`src/hdl/cfs_pkg.sv`:
```
// Shared types and constants for the channel frequency stepper.
package cfs_pkg;

  localparam int FreqW = 27;
  localparam int CountW = 8;
  localparam int StepW = 16;
  localparam int SumW = FreqW + 2;
  localparam int ProdW = CountW + StepW + 1;
  localparam int OffW = FreqW + 1;
  localparam int QuotW = 17;
  localparam int RemW = 12;
  localparam int IndexW = 2;

  localparam int unsigned Grid833 = 833;
  localparam int unsigned GridBlock = 2500;
  localparam int RecipShift = 40;
  localparam logic [28:0] RecipMul = 29'd439804652;

  localparam logic [RemW-1:0] Grid833K1 = RemW'(Grid833);
  localparam logic [RemW-1:0] Grid833K2 = RemW'(2 * Grid833 + 1);
  localparam logic [RemW-1:0] Grid833K3 = RemW'(GridBlock - 1);
  localparam logic [RemW-1:0] Bound1 = RemW'(Grid833);
  localparam logic [RemW-1:0] Bound2 = RemW'(2 * Grid833);
  localparam logic [RemW-1:0] Bound3 = RemW'(3 * Grid833);

  localparam logic [FreqW-1:0] LowerReset = FreqW'(13600000);
  localparam logic [FreqW-1:0] UpperReset = FreqW'(17400000);
  localparam logic [StepW-1:0] StepReset = StepW'(1250);

  typedef enum logic [IndexW-1:0] {
    REG_LOWER = 2'd0,
    REG_UPPER = 2'd1,
    REG_STEP  = 2'd2
  } reg_index_t;

  typedef enum logic [1:0] {
    WRAP_NONE  = 2'd0,
    WRAP_LOWER = 2'd1,
    WRAP_TOP   = 2'd2
  } wrap_t;

  typedef struct packed {
    logic [FreqW-1:0] lower;
    logic [FreqW-1:0] upper;
    logic [StepW-1:0] step;
  } cfg_t;

endpackage

```
`src/hdl/cfs_top_grid.sv`:
```
// Serial remainder divider that finds the highest grid point of the band.
module cfs_top_grid (
  input  logic                         clk,
  input  logic                         rst,
  input  logic                         cfg_write,
  input  cfs_pkg::cfg_t                cfg,
  output logic                         busy,
  output logic [cfs_pkg::FreqW-1:0]    top_point
);

  typedef enum logic [3:0] {
    ST_LOAD  = 4'b0001,
    ST_RUN   = 4'b0010,
    ST_FIN   = 4'b0100,
    ST_READY = 4'b1000
  } state_t;

  localparam int CntW = $clog2(cfs_pkg::FreqW + 1);

  state_t                        state;
  logic [CntW-1:0]               cnt;
  logic [cfs_pkg::FreqW-1:0]     num;
  logic [cfs_pkg::StepW-1:0]     den;
  logic [cfs_pkg::StepW-1:0]     rem;
  logic                          inverted;
  logic [cfs_pkg::StepW:0]       trial;
  logic [cfs_pkg::StepW:0]       trial_sub;

  assign trial = {rem, num[cfs_pkg::FreqW-1]};
  assign trial_sub = trial - {1'b0, den};

  always_ff @(posedge clk) begin
    if (rst) begin
      state <= ST_LOAD;
      cnt <= '0;
    end else if (cfg_write) begin
      state <= ST_LOAD;
    end else begin
      unique case (state)
        ST_LOAD: begin
          state <= ST_RUN;
          cnt <= CntW'(cfs_pkg::FreqW);
        end
        ST_RUN: begin
          cnt <= cnt - 1'b1;
          if (cnt == CntW'(1)) begin
            state <= ST_FIN;
          end
        end
        ST_FIN: state <= ST_READY;
        ST_READY: state <= ST_READY;
        default: state <= ST_LOAD;
      endcase
    end
  end

  always_ff @(posedge clk) begin
    unique case (state)
      ST_LOAD: begin
        inverted <= cfg.upper < cfg.lower;
        num <= (cfg.upper < cfg.lower) ? '0 : cfg.upper - cfg.lower;
        den <= (cfg.step == '0) ? cfs_pkg::StepW'(1) : cfg.step;
        rem <= '0;
      end
      ST_RUN: begin
        num <= {num[cfs_pkg::FreqW-2:0], 1'b0};
        rem <= trial_sub[cfs_pkg::StepW] ? trial[cfs_pkg::StepW-1:0]
                                         : trial_sub[cfs_pkg::StepW-1:0];
      end
      ST_FIN: begin
        // band top minus (span mod step) is the last grid point
        top_point <= inverted ? cfg.lower
                              : cfg.upper - cfs_pkg::FreqW'(rem);
      end
      default: ;
    endcase
  end

  assign busy = (state != ST_READY);

endmodule

```
`src/hdl/cfs_step_pipe.sv`:
```
// Seven-stage step, snap and wrap datapath with per-stage valid bits.
module cfs_step_pipe (
  input  logic                          clk,
  input  logic                          rst,
  input  cfs_pkg::cfg_t                 cfg,
  input  logic [cfs_pkg::FreqW-1:0]     top_point,
  input  logic                          in_valid,
  output logic                          in_ready,
  input  logic [cfs_pkg::FreqW-1:0]     in_freq,
  input  logic [cfs_pkg::CountW-1:0]    in_count,
  output logic                          out_valid,
  input  logic                          out_ready,
  output logic [cfs_pkg::FreqW-1:0]     out_freq,
  output cfs_pkg::wrap_t                out_flag
);

  localparam int NStage = 7;

  logic [NStage-1:0] vld;
  logic [NStage:0]   en;

  assign en[NStage] = out_ready;
  for (genvar i = 0; i < NStage; i++) begin : g_en
    assign en[i] = !vld[i] || en[i+1];
  end

  always_ff @(posedge clk) begin
    if (rst) begin
      vld <= '0;
    end else begin
      if (en[0]) begin
        vld[0] <= in_valid;
      end
      for (int i = 1; i < NStage; i++) begin
        if (en[i]) begin
          vld[i] <= vld[i-1];
        end
      end
    end
  end

  assign in_ready = en[0];
  assign out_valid = vld[NStage-1];

  logic signed [cfs_pkg::SumW-1:0] lo_s;
  logic signed [cfs_pkg::SumW-1:0] hi_s;
  assign lo_s = $signed({2'b00, cfg.lower});
  assign hi_s = $signed({2'b00, cfg.upper});

  // stage 1: step product
  logic [cfs_pkg::FreqW-1:0]        s1_cur;
  logic signed [cfs_pkg::ProdW-1:0] s1_prod;
  logic signed [cfs_pkg::ProdW-1:0] prod;
  assign prod = $signed(in_count) * $signed({1'b0, cfg.step});

  always_ff @(posedge clk) begin
    if (en[0]) begin
      s1_cur <= in_freq;
      s1_prod <= prod;
    end
  end

  // stage 2: signed sum
  logic signed [cfs_pkg::SumW-1:0] s2_f;
  always_ff @(posedge clk) begin
    if (en[1]) begin
      s2_f <= $signed({2'b00, s1_cur})
            + $signed({{(cfs_pkg::SumW - cfs_pkg::ProdW){s1_prod[cfs_pkg::ProdW-1]}},
                       s1_prod});
    end
  end

  // stage 3: offset from band bottom
  logic signed [cfs_pkg::SumW-1:0] s3_f;
  logic [cfs_pkg::OffW-1:0]        s3_d;
  logic                            s3_ge;
  logic signed [cfs_pkg::SumW-1:0] diff;
  assign diff = s2_f - lo_s;

  always_ff @(posedge clk) begin
    if (en[2]) begin
      s3_f <= s2_f;
      s3_d <= diff[cfs_pkg::OffW-1:0];
      s3_ge <= s2_f >= lo_s;
    end
  end

  // stage 4: block index by reciprocal multiply
  localparam int QProdW = cfs_pkg::OffW + 29;
  logic signed [cfs_pkg::SumW-1:0] s4_f;
  logic [cfs_pkg::OffW-1:0]        s4_d;
  logic                            s4_ge;
  logic [cfs_pkg::QuotW-1:0]       s4_q;
  logic [QProdW-1:0]               qprod;
  assign qprod = QProdW'(s3_d) * QProdW'(cfs_pkg::RecipMul);

  always_ff @(posedge clk) begin
    if (en[3]) begin
      s4_f <= s3_f;
      s4_d <= s3_d;
      s4_ge <= s3_ge;
      s4_q <= qprod[cfs_pkg::RecipShift +: cfs_pkg::QuotW];
    end
  end

  // stage 5: block base and remainder
  logic signed [cfs_pkg::SumW-1:0] s5_f;
  logic                            s5_ge;
  logic [cfs_pkg::OffW-1:0]        s5_qb;
  logic [cfs_pkg::RemW-1:0]        s5_r;
  logic [cfs_pkg::SumW-1:0]        qb;
  logic [cfs_pkg::OffW-1:0]        rem_full;
  assign qb = cfs_pkg::SumW'(s4_q) * cfs_pkg::SumW'(cfs_pkg::GridBlock);
  assign rem_full = s4_d - qb[cfs_pkg::OffW-1:0];

  always_ff @(posedge clk) begin
    if (en[4]) begin
      s5_f <= s4_f;
      s5_ge <= s4_ge;
      s5_qb <= qb[cfs_pkg::OffW-1:0];
      s5_r <= rem_full[cfs_pkg::RemW-1:0];
    end
  end

  // stage 6: snap to the 8.33 kHz channel inside the block
  logic signed [cfs_pkg::SumW-1:0] s6_f;
  logic [cfs_pkg::RemW-1:0]        adj;
  logic [cfs_pkg::SumW-1:0]        snapped;
  logic                            snap_en;

  always_comb begin
    priority if (s5_r < cfs_pkg::Bound1) begin
      adj = '0;
    end else if (s5_r < cfs_pkg::Bound2) begin
      adj = cfs_pkg::Grid833K1;
    end else if (s5_r < cfs_pkg::Bound3) begin
      adj = cfs_pkg::Grid833K2;
    end else begin
      adj = cfs_pkg::Grid833K3;
    end
  end

  assign snapped = cfs_pkg::SumW'(cfg.lower) + cfs_pkg::SumW'(s5_qb)
                 + cfs_pkg::SumW'(adj);
  assign snap_en = s5_ge && (cfg.step == cfs_pkg::StepW'(cfs_pkg::Grid833));

  always_ff @(posedge clk) begin
    if (en[5]) begin
      s6_f <= snap_en ? $signed(snapped) : s5_f;
    end
  end

  // stage 7: band wrap into the output register
  always_ff @(posedge clk) begin
    if (en[6]) begin
      priority if (s6_f > hi_s) begin
        out_freq <= cfg.lower;
        out_flag <= cfs_pkg::WRAP_LOWER;
      end else if (s6_f < lo_s) begin
        out_freq <= top_point;
        out_flag <= cfs_pkg::WRAP_TOP;
      end else begin
        out_freq <= s6_f[cfs_pkg::FreqW-1:0];
        out_flag <= cfs_pkg::WRAP_NONE;
      end
    end
  end

endmodule

```
`src/hdl/channel_frequency_stepper_unit.sv`:
```
// Channel frequency stepper: moves a frequency by signed channel steps within the band.
//
// Takes one transfer per clock unless the output stalls or the grid divider is busy,
// and delivers each result through a seven-stage pipeline whose stages stall
// independently, so bubbles close up while the output waits. The highest grid
// point of the band comes from a one-bit-per-cycle remainder divider; it runs
// after reset and after every register write, and s_tready stays low while it runs.
module channel_frequency_stepper_unit (
  input  logic                          clk,
  input  logic                          rst,
  input  logic                          cfg_we,
  input  logic [cfs_pkg::IndexW-1:0]    cfg_index,
  input  logic [cfs_pkg::FreqW-1:0]     cfg_data,
  input  logic                          s_tvalid,
  output logic                          s_tready,
  input  logic [39:0]                   s_tdata,  // current_freq[26:0], step_count[34:27]
  output logic                          m_tvalid,
  input  logic                          m_tready,
  output logic [31:0]                   m_tdata   // new_freq[26:0], wrap_flag[28:27]
);

  cfs_pkg::cfg_t                 cfg;
  logic                          busy;
  logic [cfs_pkg::FreqW-1:0]     top_point;
  logic                          pipe_ready;
  logic [cfs_pkg::FreqW-1:0]     out_freq;
  cfs_pkg::wrap_t                out_flag;

  always_ff @(posedge clk) begin
    if (rst) begin
      cfg.lower <= cfs_pkg::LowerReset;
      cfg.upper <= cfs_pkg::UpperReset;
      cfg.step <= cfs_pkg::StepReset;
    end else if (cfg_we) begin
      unique case (cfg_index)
        cfs_pkg::REG_LOWER: cfg.lower <= cfg_data;
        cfs_pkg::REG_UPPER: cfg.upper <= cfg_data;
        cfs_pkg::REG_STEP:  cfg.step <= cfg_data[cfs_pkg::StepW-1:0];
        default: ;
      endcase
    end
  end

  cfs_top_grid u_top_grid (
    .clk       (clk),
    .rst       (rst),
    .cfg_write (cfg_we),
    .cfg       (cfg),
    .busy      (busy),
    .top_point (top_point)
  );

  cfs_step_pipe u_pipe (
    .clk       (clk),
    .rst       (rst),
    .cfg       (cfg),
    .top_point (top_point),
    .in_valid  (s_tvalid && !busy),
    .in_ready  (pipe_ready),
    .in_freq   (s_tdata[cfs_pkg::FreqW-1:0]),
    .in_count  (s_tdata[cfs_pkg::FreqW +: cfs_pkg::CountW]),
    .out_valid (m_tvalid),
    .out_ready (m_tready),
    .out_freq  (out_freq),
    .out_flag  (out_flag)
  );

  assign s_tready = pipe_ready && !busy;
  assign m_tdata = {3'b000, out_flag, out_freq};

endmodule

```
`config.mk`:
```
export PLATFORM = sky130hd
export DESIGN_NAME = channel_frequency_stepper_unit
export DESIGN_NICKNAME = d
export VERILOG_FILES = /design/src/hdl/cfs_pkg.sv /design/src/hdl/cfs_top_grid.sv /design/src/hdl/cfs_step_pipe.sv /design/src/hdl/channel_frequency_stepper_unit.sv
export SDC_FILE = /design/constraint.sdc
export NUM_CORES = 2
export LEC_CHECK = 0
export BUFFER_PORTS_ARGS = -buffer_cell sky130_fd_sc_hd__clkbuf_2
export CORE_MARGIN = 1
export CORE_UTILIZATION = 45
export CTS_BUF_LIST = sky130_fd_sc_hd__clkbuf_4 sky130_fd_sc_hd__clkbuf_8
export CTS_CLUSTER_DIAMETER = 30
export CTS_CLUSTER_SIZE = 8
export DETAILED_ROUTE_END_ITERATION = 10
export HOLD_SLACK_MARGIN = 0.05
export PLACE_DENSITY_LB_ADDON = 0.25
export SLEW_MARGIN = 15
export SYNTH_ARGS = -nofsm -noshare
export SYNTH_HDL_FRONTEND = slang
export SYNTH_SLANG_ARGS = --single-unit
export TNS_END_PERCENT = 100
```
`constraint.sdc`:
```
create_clock -name clk -period 6.4 [get_ports clk]
set_clock_uncertainty 0.1 [all_clocks]
set_input_delay 1.28 -clock clk [delete_from_list [all_inputs] [get_ports clk]]
set_output_delay 1.28 -clock clk [all_outputs]
set_load 0.02 [all_outputs]
```
After elaboration in Yosys (flattened, before gate mapping)
Index checks and enable logic that the tools add are counted.
{"block": "totals", "register_bits": 497, "in_bits": 74, "output_inout_bits": 34, "word_cells": 106}
{"block": "classes", "addsub": 9, "bitwise": 1, "n_eq_ne": 10, "muxes": 15, "n_mul": 3, "magnitude_cmp": 7, "reduce_logical": 27}
{"cell": "2-to-1 mux 27 bit", "n": 4}
{"cell": "multiplier 28 x 27 -> 55 bit (second input constant)", "n": 1}
{"cell": "one-hot mux 27 bit (2 select lines)", "n": 1}
{"cell": "2-to-1 mux 12 bit", "n": 3}
{"cell": "one-hot mux 16 bit (2 select lines)", "n": 1}
{"cell": "adder 27 x 28 -> 29 bit", "n": 1}
{"cell": "adder 28 x 25 -> 29 bit", "n": 1}
{"cell": "adder 29 x 12 -> 29 bit", "n": 1}
{"cell": ">= comparator 29 x 28 -> 1 bit", "n": 1}
{"cell": "> comparator 29 x 28 -> 1 bit", "n": 1}
{"cell": "less-than comparator 29 x 28 -> 1 bit", "n": 1}
{"cell": "2-to-1 mux 29 bit", "n": 1}
{"cell": "subtractor 28 bit", "n": 1}
{"cell": "less-than comparator 27 bit", "n": 1}
{"cell": "subtractor 27 x 16 -> 27 bit", "n": 1}
{"cell": "subtractor 27 bit", "n": 1}
{"cell": "multiplier 17 x 10 -> 26 bit (second input constant)", "n": 1}
{"cell": "multiplier 8 x 17 -> 25 bit", "n": 1}
{"cell": "subtractor 17 x 16 -> 17 bit", "n": 1}
{"cell": "equality test 16 x 10 -> 1 bit (second input constant)", "n": 1}
{"cell": "logical NOT 16 bit", "n": 1}
{"cell": "2-to-1 mux 16 bit", "n": 1}
{"cell": "less-than comparator 12 x 10 -> 1 bit (second input constant)", "n": 1}
{"cell": "less-than comparator 12 x 11 -> 1 bit (second input constant)", "n": 1}
{"cell": "other kinds (24)", "n": 43}

Depth between registers and ports, before layout
{"block": "logic_depth", "depth_word": 9, "mapped_depth": 24, "ltp_nobuf": 24}

By module
Synthesis repeated with hierarchy kept, for this count alone.
{"block": "unflattened", "cells_unflattened": 4533, "area_unflattened_um2": 47458.0}
{"mod": "cfs_step_pipe", "area_each_um2": 37233.2, "cells_per_inst": 3456, "instances": 1}
{"mod": "cfs_top_grid", "area_each_um2": 7298.2, "cells_per_inst": 797, "instances": 1}
{"mod": "channel_frequency_stepper_unit", "area_each_um2": 2926.6, "cells_per_inst": 280, "instances": 1}

Worst setup path after synthesis
OpenSTA, ideal clock, no wires.
{"block": "synth_path", "kind": "register -> register", "start": "register u_pipe.s3_d[7] in the netlist's numbering", "end": "register u_pipe.s4_q[10] in the netlist's numbering, data pin", "t_arrival_ns": 6.387, "t_required_ns": 6.042, "n_path_buf": 0, "synth_period_minus_slack_ns": 6.745, "path_slack_ns": -0.345, "stages_incl_launch_ff": 23, "path_cell_list": "edfxtp_1 > ha_1 > fa_1 > inv_1 > fa_1 > fa_1 > inv_1 > fa_1 > fa_1 > inv_1 > fa_1 > inv_1 > ha_1 > a211o_1 > a211oi_1 > a21boi_0 > a311o_1 > o21ai_1 > o311ai_2 > a31oi_4 > a211o_1 > a21oi_1 > xnor2_1"}
{"block": "synth_via", "elab_chain_cells": 1}
{"element": "from (decl)", "line": "cfs_step_pipe.sv:75", "rtl": "logic [cfs_pkg::OffW-1:0] s3_d;"}
{"element": "from (signal assigned)", "line": "cfs_step_pipe.sv:83", "rtl": "s3_d <= diff[cfs_pkg::OffW-1:0];"}
{"element": "multiplier 28 x 27 -> 55 bit", "line": "cfs_step_pipe.sv:95", "rtl": "assign qprod = QProdW'(s3_d) * QProdW'(cfs_pkg::RecipMul);"}
{"element": "net u_pipe.qprod[50]", "line": "cfs_step_pipe.sv:94", "rtl": "logic [QProdW-1:0] qprod;"}
{"element": "to (signal assigned)", "line": "cfs_step_pipe.sv:102", "rtl": "s4_q <= qprod[cfs_pkg::RecipShift +: cfs_pkg::QuotW];"}
{"element": "to (decl)", "line": "cfs_step_pipe.sv:93", "rtl": "logic [cfs_pkg::QuotW-1:0] s4_q;"}
The timed path passes the listed nets, and every way through them passes these cells.
A chain may end at the register's enable or synchronous reset.

Final worst setup path
{"block": "layout_path", "start": "register u_pipe.s3_d[18] in the netlist's numbering", "end": "register u_pipe.s4_q[10] in the netlist's numbering, data pin"}
Same word-level chain as after synthesis.

==> impl_metrics.csv <==
group,metric,value,unit
sta,setup-violations-final,14,
flow_run,max_cap_viol_count,0,
outcome,run_status,"finished with violations",
floorplanning,design.portCount,108,
clock_tree,post_cts_hold_fix_bufs,0,
clock_tree,tritoncts,"yes",
route,via_count,32200,
setup_path,r2r-start,"u_pipe.s3_d[18]",
synthesis,synthMuxAreaShare,0.0103,
synthesis,ys_types,81,
sta,postLayoutSetupSlackWorst,-0.390,ns
placement,dp_hpwl,96.4,mm
clock_tree,ctsRootBufferMaster,"sky130_fd_sc_hd__clkbuf_8",
placement,placedInstanceArea,49800,sq um
global_route,groute.layer.met2.usage,0.377,
synthesis,synth-compound-area-share,0.102,
finish,syn2layout_area_growth,15.6,%
synthesis,synth_enable_flop_cells,411,
route,via_to_cell_ratio,5.19,
route,drcViolationCount,0,
synthesis,postSynthCellCount,4392,
global_route,global_route_wire_length_before_repair,185,mm
global_route,grt_remaining_overflow,0,
sta,timing.max_slew.rel_slack,0.253,
route,post_drt_wl_per_cell,18.7,um
sta,rsz0062_at_grt,"true",
synthesis,ys_async_sr_fraction,0,
sta,setup-tns-final,-3.52,ns
sta,worst_pin_slew,1.12,ns
clock_tree,clk_pin_slew_worst_paths,0.06,ns
setup_path,timing.setup.critical_path_class,"flop to flop",
floorplanning,floorplan.rows,116,
sta,fmax,147,MHz
floorplanning,fp.dieW,322,um
setup_path,ff2ff_setup_slack,-0.39,ns
placement,place.port_buffers,99,
sta,timing.final.crit_period,6.79,ns
setup_path,crit_arrival,7.15,ns
finish,num-nets-final,5941,
synthesis,postSynthRegisterBits,497,
global_route,largest_net_degree_at_the_start_of_global_routing,84,
synthesis,yosys.area_share.simple,0.0903,
route,wirelength,116,mm
floorplanning,initial_utilization,0.457,
setup_path,rr_endpoint,"u_pipe.s4_q[10]",
global_route,groute.layer.met3.usage,0.0265,
synthesis,dominantRegCellSynth,"sky130_fd_sc_hd__edfxtp_1",
finish,filler_cell_count,9026,
clock_tree,cts_made_buffers,108,
global_route,first_global_vias,32800,
clock_tree,cts-root-to-sink-buffers,3,
setup_path,timing.reg2reg.worst_path_depth,24,
synthesis,yosysSeqAreaShare,0.306,
route,drt_pre_antenna_iters,6,
synthesis,synthesis.area_per_instance,10.5,sq um
synthesis,synth_xor_xnor_area_share,0.0358,
setup_path,critical_path.endpoint_type,"flop",
setup_path,endpoint,"u_pipe.s4_q[10]",
synthesis,synth-warning-count,0,
synthesis,syn_area,46000,sq um
finish,layout_cells_sized_above_1,0.148,
placement,gp_congestion,0.908,
setup_path,worstPathMaxFanout,6,
floorplanning,dieArea,104000,sq um
clock_tree,clock_tree.htree_level_count,3,
global_route,initial_antenna_violation_count,3,
synthesis,main_combinational_cell_family_by_area_after_synthesis,"adder cells",
clock_tree,clock_sink_count,497,
floorplanning,die_h,322,um
sta,final.period_utilization,1.06,
floorplanning,coreArea,101000,sq um
setup_path,timing.critical_path.from,"u_pipe.s3_d[18]",
route,dr.first_iter.drc_count,2231,
global_route,groute.layer.met1.usage,0.329,
synthesis,synth-adder-area-share,0.376,
setup_path,timing.critical_path.required,6.76,ns
sta,finalHoldViolations,0,
clock_tree,worstSkewPairLatency,0.73,ns
global_route,grt_use_total,0.231,
setup_path,crit_path_start_kind,"flop",
route,drt.antenna.violating_nets,0,
global_route,globalRoute.busiestLayer,"met2",
outcome,violated_checks,"negative setup slack",
finish,design_area,53200,sq um
sta,final_max_slew_viol_count,0,
worst_hold_path,min_path_type,"flop to flop",
-- cells in the final DEF (no fill, tap or decap), types with 27 or more instances in the layout --
master,n
sky130_fd_sc_hd__o21ai_0,149
sky130_fd_sc_hd__dfxtp_1,86
sky130_fd_sc_hd__a21o_1,97
sky130_fd_sc_hd__buf_4,238
sky130_fd_sc_hd__ha_1,589
sky130_fd_sc_hd__nor2b_1,37
sky130_fd_sc_hd__nor2_1,169
sky130_fd_sc_hd__nand2b_1,42
sky130_fd_sc_hd__nand2_1,319
sky130_fd_sc_hd__xnor2_1,129
sky130_fd_sc_hd__clkbuf_8,111
sky130_fd_sc_hd__inv_1,845
sky130_fd_sc_hd__and2_1,83
sky130_fd_sc_hd__mux2i_1,44
sky130_fd_sc_hd__a211oi_1,27
sky130_fd_sc_hd__fa_1,447
sky130_fd_sc_hd__ha_4,38
sky130_fd_sc_hd__o21a_1,33
sky130_fd_sc_hd__a21oi_1,202
sky130_fd_sc_hd__edfxtp_1,411
sky130_fd_sc_hd__xor2_1,54
sky130_fd_sc_hd__nor3_1,49
sky130_fd_sc_hd__clkbuf_2,99
sky130_fd_sc_hd__nand3_1,45
-- metrics by stage --
stage	hold WS, ns	util	setup WS [ns]	std cells
after detailed placement	0.305	0.495	-0.654	5975
after CTS	0.305	0.527	-0.325	6207
final	0.306	0.528	-0.390	6215
after global placement	0.300	0.495	-0.619	5975
after floorplan	0.300	-	-0.0783	4394
after global routing	0.312	0.528	-0.552	6215
-- critical path, stage by stage (launching register included) --
cell	delay [ns]
sky130_fd_sc_hd__edfxtp_1	0.38
sky130_fd_sc_hd__buf_6	0.16
sky130_fd_sc_hd__buf_12	0.13
sky130_fd_sc_hd__ha_4	0.27
sky130_fd_sc_hd__inv_4	0.04
sky130_fd_sc_hd__fa_1	0.53
sky130_fd_sc_hd__fa_1	0.45
sky130_fd_sc_hd__fa_2	0.59
sky130_fd_sc_hd__inv_1	0.05
sky130_fd_sc_hd__fa_1	0.45
sky130_fd_sc_hd__fa_1	0.53
sky130_fd_sc_hd__inv_2	0.05
sky130_fd_sc_hd__fa_1	0.54
sky130_fd_sc_hd__inv_2	0.05
sky130_fd_sc_hd__ha_4	0.21
sky130_fd_sc_hd__a211o_1	0.26
sky130_fd_sc_hd__a211oi_2	0.14
sky130_fd_sc_hd__a21boi_2	0.19
sky130_fd_sc_hd__a311o_2	0.23
sky130_fd_sc_hd__o21ai_4	0.10
sky130_fd_sc_hd__o311ai_4	0.27
sky130_fd_sc_hd__a31oi_4	0.21
sky130_fd_sc_hd__a211o_1	0.37
sky130_fd_sc_hd__a21oi_2	0.16
sky130_fd_sc_hd__xnor2_1	0.07
-- metal layers --
metal | routed length [um] | share of wire
met1 | 54400 | 0.47
met2 | 54200 | 0.47
met3 | 5500 | 0.047
met4 | 2180 | 0.019
met5 | 13 | 0.00011
-- state kept, by name, indices dropped and copies added (netlist names), 28 cells and up --
| signal | cells |
|---|---|
| u_pipe.s2_f | 29 |
| u_pipe.s6_f | 29 |
| u_pipe.s3_f | 29 |
| u_pipe.s5_f | 29 |
| u_pipe.s3_d | 28 |
| u_pipe.s4_f | 29 |
| cfg | 70 |
-- layout make-up --
class / instances / area [sq um] / share of cell area
multi-input combinational: 2926 / 29000 / 0.546
sequential: 497 / 14100 / 0.264
inverter: 872 / 3280 / 0.0616
timing repair buffer: 361 / 2590 / 0.0486
tap: 1357 / 1700 / 0.0319
clock buffer: 126 / 1640 / 0.0308
clock inverter: 75 / 885 / 0.0166
antenna: 1 / 2.50 / 0.0000470
-- Yosys cell counts (21+ instances only) --
| library cell | count | area, sq um |
|---|---|---|
| sky130_fd_sc_hd__ha_1 | 632 | 7910 |
| sky130_fd_sc_hd__nand2b_1 | 42 | 263 |
| sky130_fd_sc_hd__nand4_1 | 21 | 131 |
| sky130_fd_sc_hd__a211oi_1 | 30 | 225 |
| sky130_fd_sc_hd__dfxtp_1 | 86 | 1720 |
| sky130_fd_sc_hd__o21ai_0 | 153 | 766 |
| sky130_fd_sc_hd__a21o_1 | 97 | 728 |
| sky130_fd_sc_hd__nor3_1 | 53 | 265 |
| sky130_fd_sc_hd__a21oi_1 | 208 | 1040 |
| sky130_fd_sc_hd__o31ai_1 | 27 | 203 |
| sky130_fd_sc_hd__clkbuf_1 | 86 | 323 |
| sky130_fd_sc_hd__o21bai_1 | 21 | 158 |
| sky130_fd_sc_hd__mux2i_1 | 44 | 440 |
| sky130_fd_sc_hd__inv_1 | 871 | 3270 |
| sky130_fd_sc_hd__edfxtp_1 | 411 | 12300 |
| sky130_fd_sc_hd__fa_1 | 469 | 9390 |
| sky130_fd_sc_hd__xnor2_1 | 129 | 1130 |
| sky130_fd_sc_hd__nand2_1 | 323 | 1210 |
| sky130_fd_sc_hd__and2_1 | 84 | 526 |
| sky130_fd_sc_hd__o21a_1 | 33 | 248 |
| sky130_fd_sc_hd__xor2_1 | 56 | 490 |
| sky130_fd_sc_hd__nor2b_1 | 37 | 231 |
| sky130_fd_sc_hd__nor2_1 | 172 | 646 |
| sky130_fd_sc_hd__nand3_1 | 47 | 235 |
-- cell families after synthesis --
group | after synthesis
AND/OR/NAND/NOR | 872
multiplexers | 47
other | 1
AO/OA/AOI/OAI | 717
flip-flops | 497
buffers and inverters | 971
XOR/XNOR | 186
adder cells (fa/ha/maj) | 1101
-- worst min-delay path by stage --
stage               startpoint               to  slack [ns]  cells after the start
2_1_floorplan   u_pipe.s3_f[0]   u_pipe.s4_f[0]        0.30                      0
3_3_place_gp    u_pipe.s3_f[0]   u_pipe.s4_f[0]        0.30                      0
3_5_place_dp   u_pipe.s3_f[13]  u_pipe.s4_f[13]        0.30                      0
4_1_cts        u_pipe.s3_f[14]  u_pipe.s4_f[14]        0.31                      0
5_1_grt        u_pipe.s3_f[14]  u_pipe.s4_f[14]        0.31                      0
6_report       u_pipe.s3_f[14]  u_pipe.s4_f[14]        0.31                      0
-- repair_timing --
item                       in CTS  in global routing
pin swaps                     102                 32
setup endpoints to repair      15                 17
gates resized for setup        87                 26
hold endpoints to repair        0                  0
setup buffers                  32                  7
Power is left out: the tool's default activity adds up to more than one toggle a clock period on the data nets, which glitch-free logic cannot reach.
